File: src/brs_pkg.sv
// Shared types, constants and helpers for the binary row shear block.
// Used by brs_ctrl, brs_dpath and binary_row_shear_core.
package brs_pkg;

    localparam int WORD_PIXELS    = 64;
    localparam int MAX_ROW_PIXELS = 4096;
    localparam int ROW_WORDS      = (MAX_ROW_PIXELS + WORD_PIXELS - 1) / WORD_PIXELS;
    localparam int ADDR_W         = $clog2(ROW_WORDS);
    localparam int CNT_W          = $clog2(ROW_WORDS + 1);
    localparam int ACC_W          = 40;
    localparam int FRAC_BITS      = 20;
    localparam int SLOPE_W        = 18;
    localparam int ORIGIN_W       = 17;
    localparam int WIDTH_W        = 13;
    localparam int CFG_DATA_W     = 18;
    localparam int CFG_IDX_W      = 2;

    localparam logic [CFG_IDX_W-1:0] REG_SLOPE  = 2'd0;
    localparam logic [CFG_IDX_W-1:0] REG_ORIGIN = 2'd1;
    localparam logic [CFG_IDX_W-1:0] REG_WIDTH  = 2'd2;
    localparam logic [CFG_IDX_W-1:0] REG_BG     = 2'd3;

    typedef struct packed {
        logic take_in;
        logic load_acc;
        logic calc_shift;
        logic rd_hi;
        logic latch_hi;
        logic capture;
        logic next_word;
        logic end_row;
    } brs_cmd_t;

    typedef struct packed {
        logic last_word;
    } brs_sts_t;

    // Top 'count' pixels set, MSB first; count runs 0..64.
    function automatic logic [WORD_PIXELS-1:0] pix_mask(input logic [CNT_W-1:0] count);
        logic [WORD_PIXELS-1:0] m;
        m = '1;
        if (count >= CNT_W'(WORD_PIXELS)) begin
            pix_mask = '1;
        end else begin
            pix_mask = ~(m >> count);
        end
    endfunction

    function automatic logic [WORD_PIXELS-1:0] fill_bg(input logic [WORD_PIXELS-1:0] data,
                                                       input logic [WORD_PIXELS-1:0] m,
                                                       input logic bg);
        fill_bg = (data & m) | ({WORD_PIXELS{bg}} & ~m);
    endfunction

endpackage

File: src/brs_ctrl.sv
// Sequencer for the binary row shear block: takes words, then walks the output row.
// Depends on brs_pkg.
module brs_ctrl (
    input  logic              aclk,
    input  logic              aresetn,
    input  logic              s_valid,
    input  logic              s_row_end,
    output logic              s_ready,
    output logic              m_valid,
    input  logic              m_ready,
    input  brs_pkg::brs_sts_t sts,
    output brs_pkg::brs_cmd_t cmd
);
    import brs_pkg::*;

    localparam logic [2:0] ST_IDLE  = 3'd0;
    localparam logic [2:0] ST_LOAD  = 3'd1;
    localparam logic [2:0] ST_SHIFT = 3'd2;
    localparam logic [2:0] ST_RDHI  = 3'd3;
    localparam logic [2:0] ST_RDLO  = 3'd4;
    localparam logic [2:0] ST_CAPT  = 3'd5;
    localparam logic [2:0] ST_EMIT  = 3'd6;

    logic [2:0] state_reg, state_next;

    assign s_ready = (state_reg == ST_IDLE);
    assign m_valid = (state_reg == ST_EMIT);

    always_comb begin
        state_next = state_reg;
        cmd        = '0;
        case (state_reg)
            ST_IDLE: begin
                if (s_valid) begin
                    cmd.take_in = 1'b1;
                    if (s_row_end) begin
                        state_next = ST_LOAD;
                    end
                end
            end
            ST_LOAD: begin
                cmd.load_acc = 1'b1;
                state_next   = ST_SHIFT;
            end
            ST_SHIFT: begin
                cmd.calc_shift = 1'b1;
                state_next     = ST_RDHI;
            end
            ST_RDHI: begin
                cmd.rd_hi  = 1'b1;
                state_next = ST_RDLO;
            end
            ST_RDLO: begin
                cmd.latch_hi = 1'b1;
                state_next   = ST_CAPT;
            end
            ST_CAPT: begin
                cmd.capture = 1'b1;
                state_next  = ST_EMIT;
            end
            ST_EMIT: begin
                if (m_ready) begin
                    if (sts.last_word) begin
                        cmd.end_row = 1'b1;
                        state_next  = ST_IDLE;
                    end else begin
                        cmd.next_word = 1'b1;
                        state_next    = ST_RDHI;
                    end
                end
            end
            default: begin
                state_next = ST_IDLE;
            end
        endcase
    end

    always_ff @(posedge aclk) begin
        if (!aresetn) begin
            state_reg <= ST_IDLE;
        end else begin
            state_reg <= state_next;
        end
    end
endmodule

File: config.mk
export PLATFORM = sky130hd
export DESIGN_NAME = brs_ctrl
export DESIGN_NICKNAME = d
export VERILOG_FILES = /design/src/brs_pkg.sv /design/src/brs_ctrl.sv
export SDC_FILE = /design/constraint.sdc
export NUM_CORES = 1
export LEC_CHECK = 0
export BUFFER_PORTS_ARGS = -buffer_cell sky130_fd_sc_hd__buf_2
export CORE_AREA = 3 3 40 42
export CTS_CLUSTER_DIAMETER = 100
export DETAILED_ROUTE_END_ITERATION = 8
export DIE_AREA = 0 0 43 45
export SYNTH_ARGS = -nofsm -noshare
export SYNTH_HDL_FRONTEND = slang
export SYNTH_SLANG_ARGS = --single-unit
File: constraint.sdc
create_clock -name aclk -period 2.5 [get_ports aclk]
set_input_delay 0.25 -clock aclk [delete_from_list [all_inputs] [get_ports aclk]]
set_output_delay 0.25 -clock aclk [all_outputs]
set_load 0.03 [all_outputs]
* Yosys cells after proc, flatten, opt, wreduce, memory -nomap -nowiden *
Cells that the tools add are included.

cells by class
  shift-type cells = 0
  equal/unequal tests = 9
  $lt $le $gt $ge = 0
  muxes and demuxes = 16
  multipliers = 0
  bitwise logic cells = 0
  $add $sub $neg = 0
  reductions and logical operators = 2
  div/mod/pow operators = 0

operators by type and width
  kind                                                  count
  one-hot mux 3 bit (7 select lines)                    1
  equality test 3 bit (second input constant)           3
  two-way mux 1 bit                                     9
  two-way mux 3 bit                                     3
  equality test 3 x 2 -> 1 bit (second input constant)  2
  two-way mux 2 bit                                     3
  != test 2 bit (second input constant)                 2
  equality test 3 x 1 -> 1 bit (second input constant)  1
  zero test 3 bit                                       1
  AND reduction 3 bit                                   1
  != test 2 x 1 -> 1 bit (second input constant)        1

storage, ports and cells
  memories = 0
  memory bits (read-only) = 0
  register bits = 3
  input bits = 6
  output and inout port bits = 10
  bits in latches = 0
  RAM bits = 0

* Depth between registers and ports, before layout *
  depth after elaboration = 3
  gate-level depth with buffers = 3
  mapped depth without buffers = 2

* Worst setup path after synthesis *
No wires, ideal clock.

  path type = register to output
  start point = register state_reg[1]
  end point = output port cmd[7] (netlist bit)
  slack = 0.692 ns
  arrival = 1.558 ns
  required time = 2.250 ns
  buffers on the path = 1
  cell stages (with the launch flop) = 4
  cell sequence = dfxtp_1 buf_6 nor3_1 and2_1

RTL lines
  what                    line            text
  from (decl)             brs_ctrl.sv:24  logic [2:0] state_reg, state_next;
  from (signal assigned)  brs_ctrl.sv:82  state_reg <= state_next;
  to (decl)               brs_ctrl.sv:12  output brs_pkg::brs_cmd_t cmd

==> results by group <==
GRT
  – Antenna violations before repair: 0
  – First-pass GRT wire length: 959 um
  – Largest net degree at the start of global routing: 11
  – Overall Global Routing Usage: 6.91%
  – Vias in the first global route: 234
  – Aggregate global routing overflow: 0

Synthesis
  – Mapped Cells: 29
  – Seq cells post-synth: 3
  – Yosys warns: 0
  – Post-synth cell types: 16
  – Dominant cells by area after synthesis: dfxtp_1 (24%), buf_6 (13%), and3b_1 (10%)
  – Mean area per synthesized cell: 8.63 sq um
  – Predominant post-synthesis flop cell: dfxtp_1
  – Asr flop ratio synth: 0%
  – Post-synth top cells: and2_1 (3), and3b_1 (3), buf_6 (3), dfxtp_1 (3), nand2b_1 (3)
  – Post-synth EDFFs: 0
  – Yosys top cell by area: dfxtp_1
  – Yosys top cell area share: 24.0%
  – Sequential area share after synthesis: 24.0%
  – Syn_nets: 35
  – Post-Syn Area: 250 sq um

Timing
  – Setup TNS: 0 ns
  – Final Hold Vio Count: 0
  – Max Slew Vio Count: 0
  – Count of final setup violators: 0
  – Fmax: 652 MHz
  – RSZ-0062 raised after global routing: false
  – Post-layout minimum cycle time: 1.53 ns
  – Clk_skew: 0.000129 ns
  – Worst-Margin Slew: 0.287 ns
  – Slew HR: 80.8%
  – Final period util: 61.3%

CTS
  – H-tree Lvls: 1
  – CTS clock-pin slew for the worst setup and hold paths: 0.04 ns
  – CTS tree: built
  – Clock buffer count from CTS: 3
  – Post-CTS setup buffer count: 0
  – Clock root cell: clkbuf_4
  – # hold bufs at CTS: 0
  – Worst-Skew Late Latency: 0.23 ns
  – Post-CTS Resized: 0
  – Max Buffers Root-to-Sink: 2
  – Clk sinks: 3

Critical path
  – Critical path peak fanout: 10
  – CP max stage delay: 0.47 ns
  – Crit path from: state_reg[2]$_SDFFE_PN0P_
  – Kind of critical path: flop to primary output
  – Crit path top cell by count: and3b_1
  – Worst reg2reg path startpoint: state_reg[2]$_SDFFE_PN0P_
  – Req. time, crit path: 2.25 ns
  – Worst-path cell chain: and3b_1, and3b_1, buf_2
  – Crit path arrival time: 1.28 ns
  – Worst-path cell with the longest stage delay: dfxtp_1
  – R2R depth: 2
  – Crit path to: cmd[1]
  – Terminus of the critical flop-to-flop path: state_reg[2]$_SDFFE_PN0P_
  – Startpoint Class: flop
  – R2r setup slk: 1.47 ns
  – CP Capture Type: primary output

Status
  – Status: completed

Detailed routing
  – DR iter-0 viols: 6
  – # DRC: 0
  – DR vias: 246
  – Routed Antenna Nets: 0
  – Routed len/inst: 8.97 um
  – Total routed wirelength: 538 um
  – Pre-antenna DRT Iters: 2
  – Vias/cell: 4.10

Place
  – Port bufs: 15
  – Placer Congestion: 0.684
  – Hpwl dp: 413 um
  – Placed inst area: 310 sq um

Floorplan
  – Core area: 0.00128 sq mm
  – Die area: 0.00194 sq mm
  – Rows: 13
  – I/O Pins: 16
  – Die Ht: 45 um
  – Initial Utilization: 19.5%
  – Die W: 43 um

Pwr
  – Maximum vdd drop: 0.186 mV
  – Pwr/cell area: 611 mW/mm^2
  – Lkg Pwr: 0.177 nW
  – Tot Pwr: 0.000206 W

Final layout
  – Design area: 337 sq um
  – Nets: 52
  – Syn-to-layout area delta: 34.5%
  – Fill cell total of the finished layout: 145
  – Finished Core Util: 26.2%
  – # diodes: 0
  – Proportion of layout cells with a drive suffix above 1: 42.2%
  – Largest register FFs: 3

Min path
  – Hold Crit Class: input port to flop

Run
  – Max-cap violations: 0
kinds of logic after synthesis:
logic type	after synthesis	synth area share (%)
buf+inv	5	16.5
flops	3	24.0
xor+xnor	1	3.50
compound gates	5	18.0
simple gates	15	38.0
where the power goes:
group          total [W]  internal (W)  switching [W]  leakage, nW
combinational  0.0000593     0.0000229      0.0000364        0.137
sequential     0.0000617     0.0000523     0.00000933       0.0245
clock          0.0000846     0.0000598      0.0000248       0.0150
total           0.000206      0.000135      0.0000706        0.177
per-layer routing:
| layer | routed length, um | GRT usage [%] | share of wire, % | vias to the layer above |
|---|---|---|---|---|
| li1 | - | - | - | 132 |
| met1 | 271 | 9.16 | 50 | 100 |
| met2 | 188 | 7.78 | 35 | 12 |
| met3 | 70 | 5.18 | 13 | 2 |
| met4 | 6 | 3.61 | 1.1 | 0 |
| met5 | 0 | 0 | 0 | - |
per-stage QoR:
| stage | instances | setup WS [ns] | hold slack [ns] |
|---|---|---|---|
| floorplan | 29 | 0.692 | 0.358 |
| global placement | 56 | 1.22 | 0.508 |
| detailed placement | 56 | 1.21 | 0.518 |
| CTS | 60 | 0.955 | 0.271 |
| global route | 60 | 0.851 | 0.282 |
| finish | 60 | 0.967 | 0.280 |
area by class of cell:
| type | count | area [sq um] | share of cell area (%) |
|---|---|---|---|
| Tap cell | 15 | 18.8 | 5.58 |
| Multi-Input combinational cell | 21 | 149 | 44.2 |
| Inverter | 2 | 7.51 | 2.23 |
| Clock buffer | 4 | 26.3 | 7.81 |
| Timing Repair Buffer | 15 | 75.1 | 22.3 |
| Sequential cell | 3 | 60.1 | 17.8 |
how the worst min path moves through the flow:
stage,start,end,slack [ns],depth (start not counted)
2_1_floorplan,m_ready,state_reg[1]$_SDFFE_PN0P_,0.36,1
3_3_place_gp,m_ready,state_reg[1]$_SDFFE_PN0P_,0.51,2
3_5_place_dp,m_ready,state_reg[1]$_SDFFE_PN0P_,0.52,2
4_1_cts,m_ready,state_reg[1]$_SDFFE_PN0P_,0.27,2
5_1_grt,aresetn,state_reg[1]$_SDFFE_PN0P_,0.28,3
6_report,m_ready,state_reg[1]$_SDFFE_PN0P_,0.28,2
critical path, delay by kind of cell (launching register included):
| family | cells | cell delay, ns |
|---|---|---|
| simple gates | 2 | 0.39 |
| flops | 1 | 0.47 |
| buf+inv | 1 | 0.19 |
cell usage in the layout (no fill, tap or decap):
cell type,n
a211oi_1,1
a22o_1,1
a311oi_1,1
a311oi_2,1
and2_1,3
and3_1,1
and3b_1,3
buf_2,15
clkbuf_1,1
clkbuf_4,3
dfxtp_1,3
inv_1,2
nand2b_1,3
nor2_1,2
nor3_1,2
nor3b_1,1
o21ai_0,1
xnor2_1,1
(Power assumes the default switching activity.)
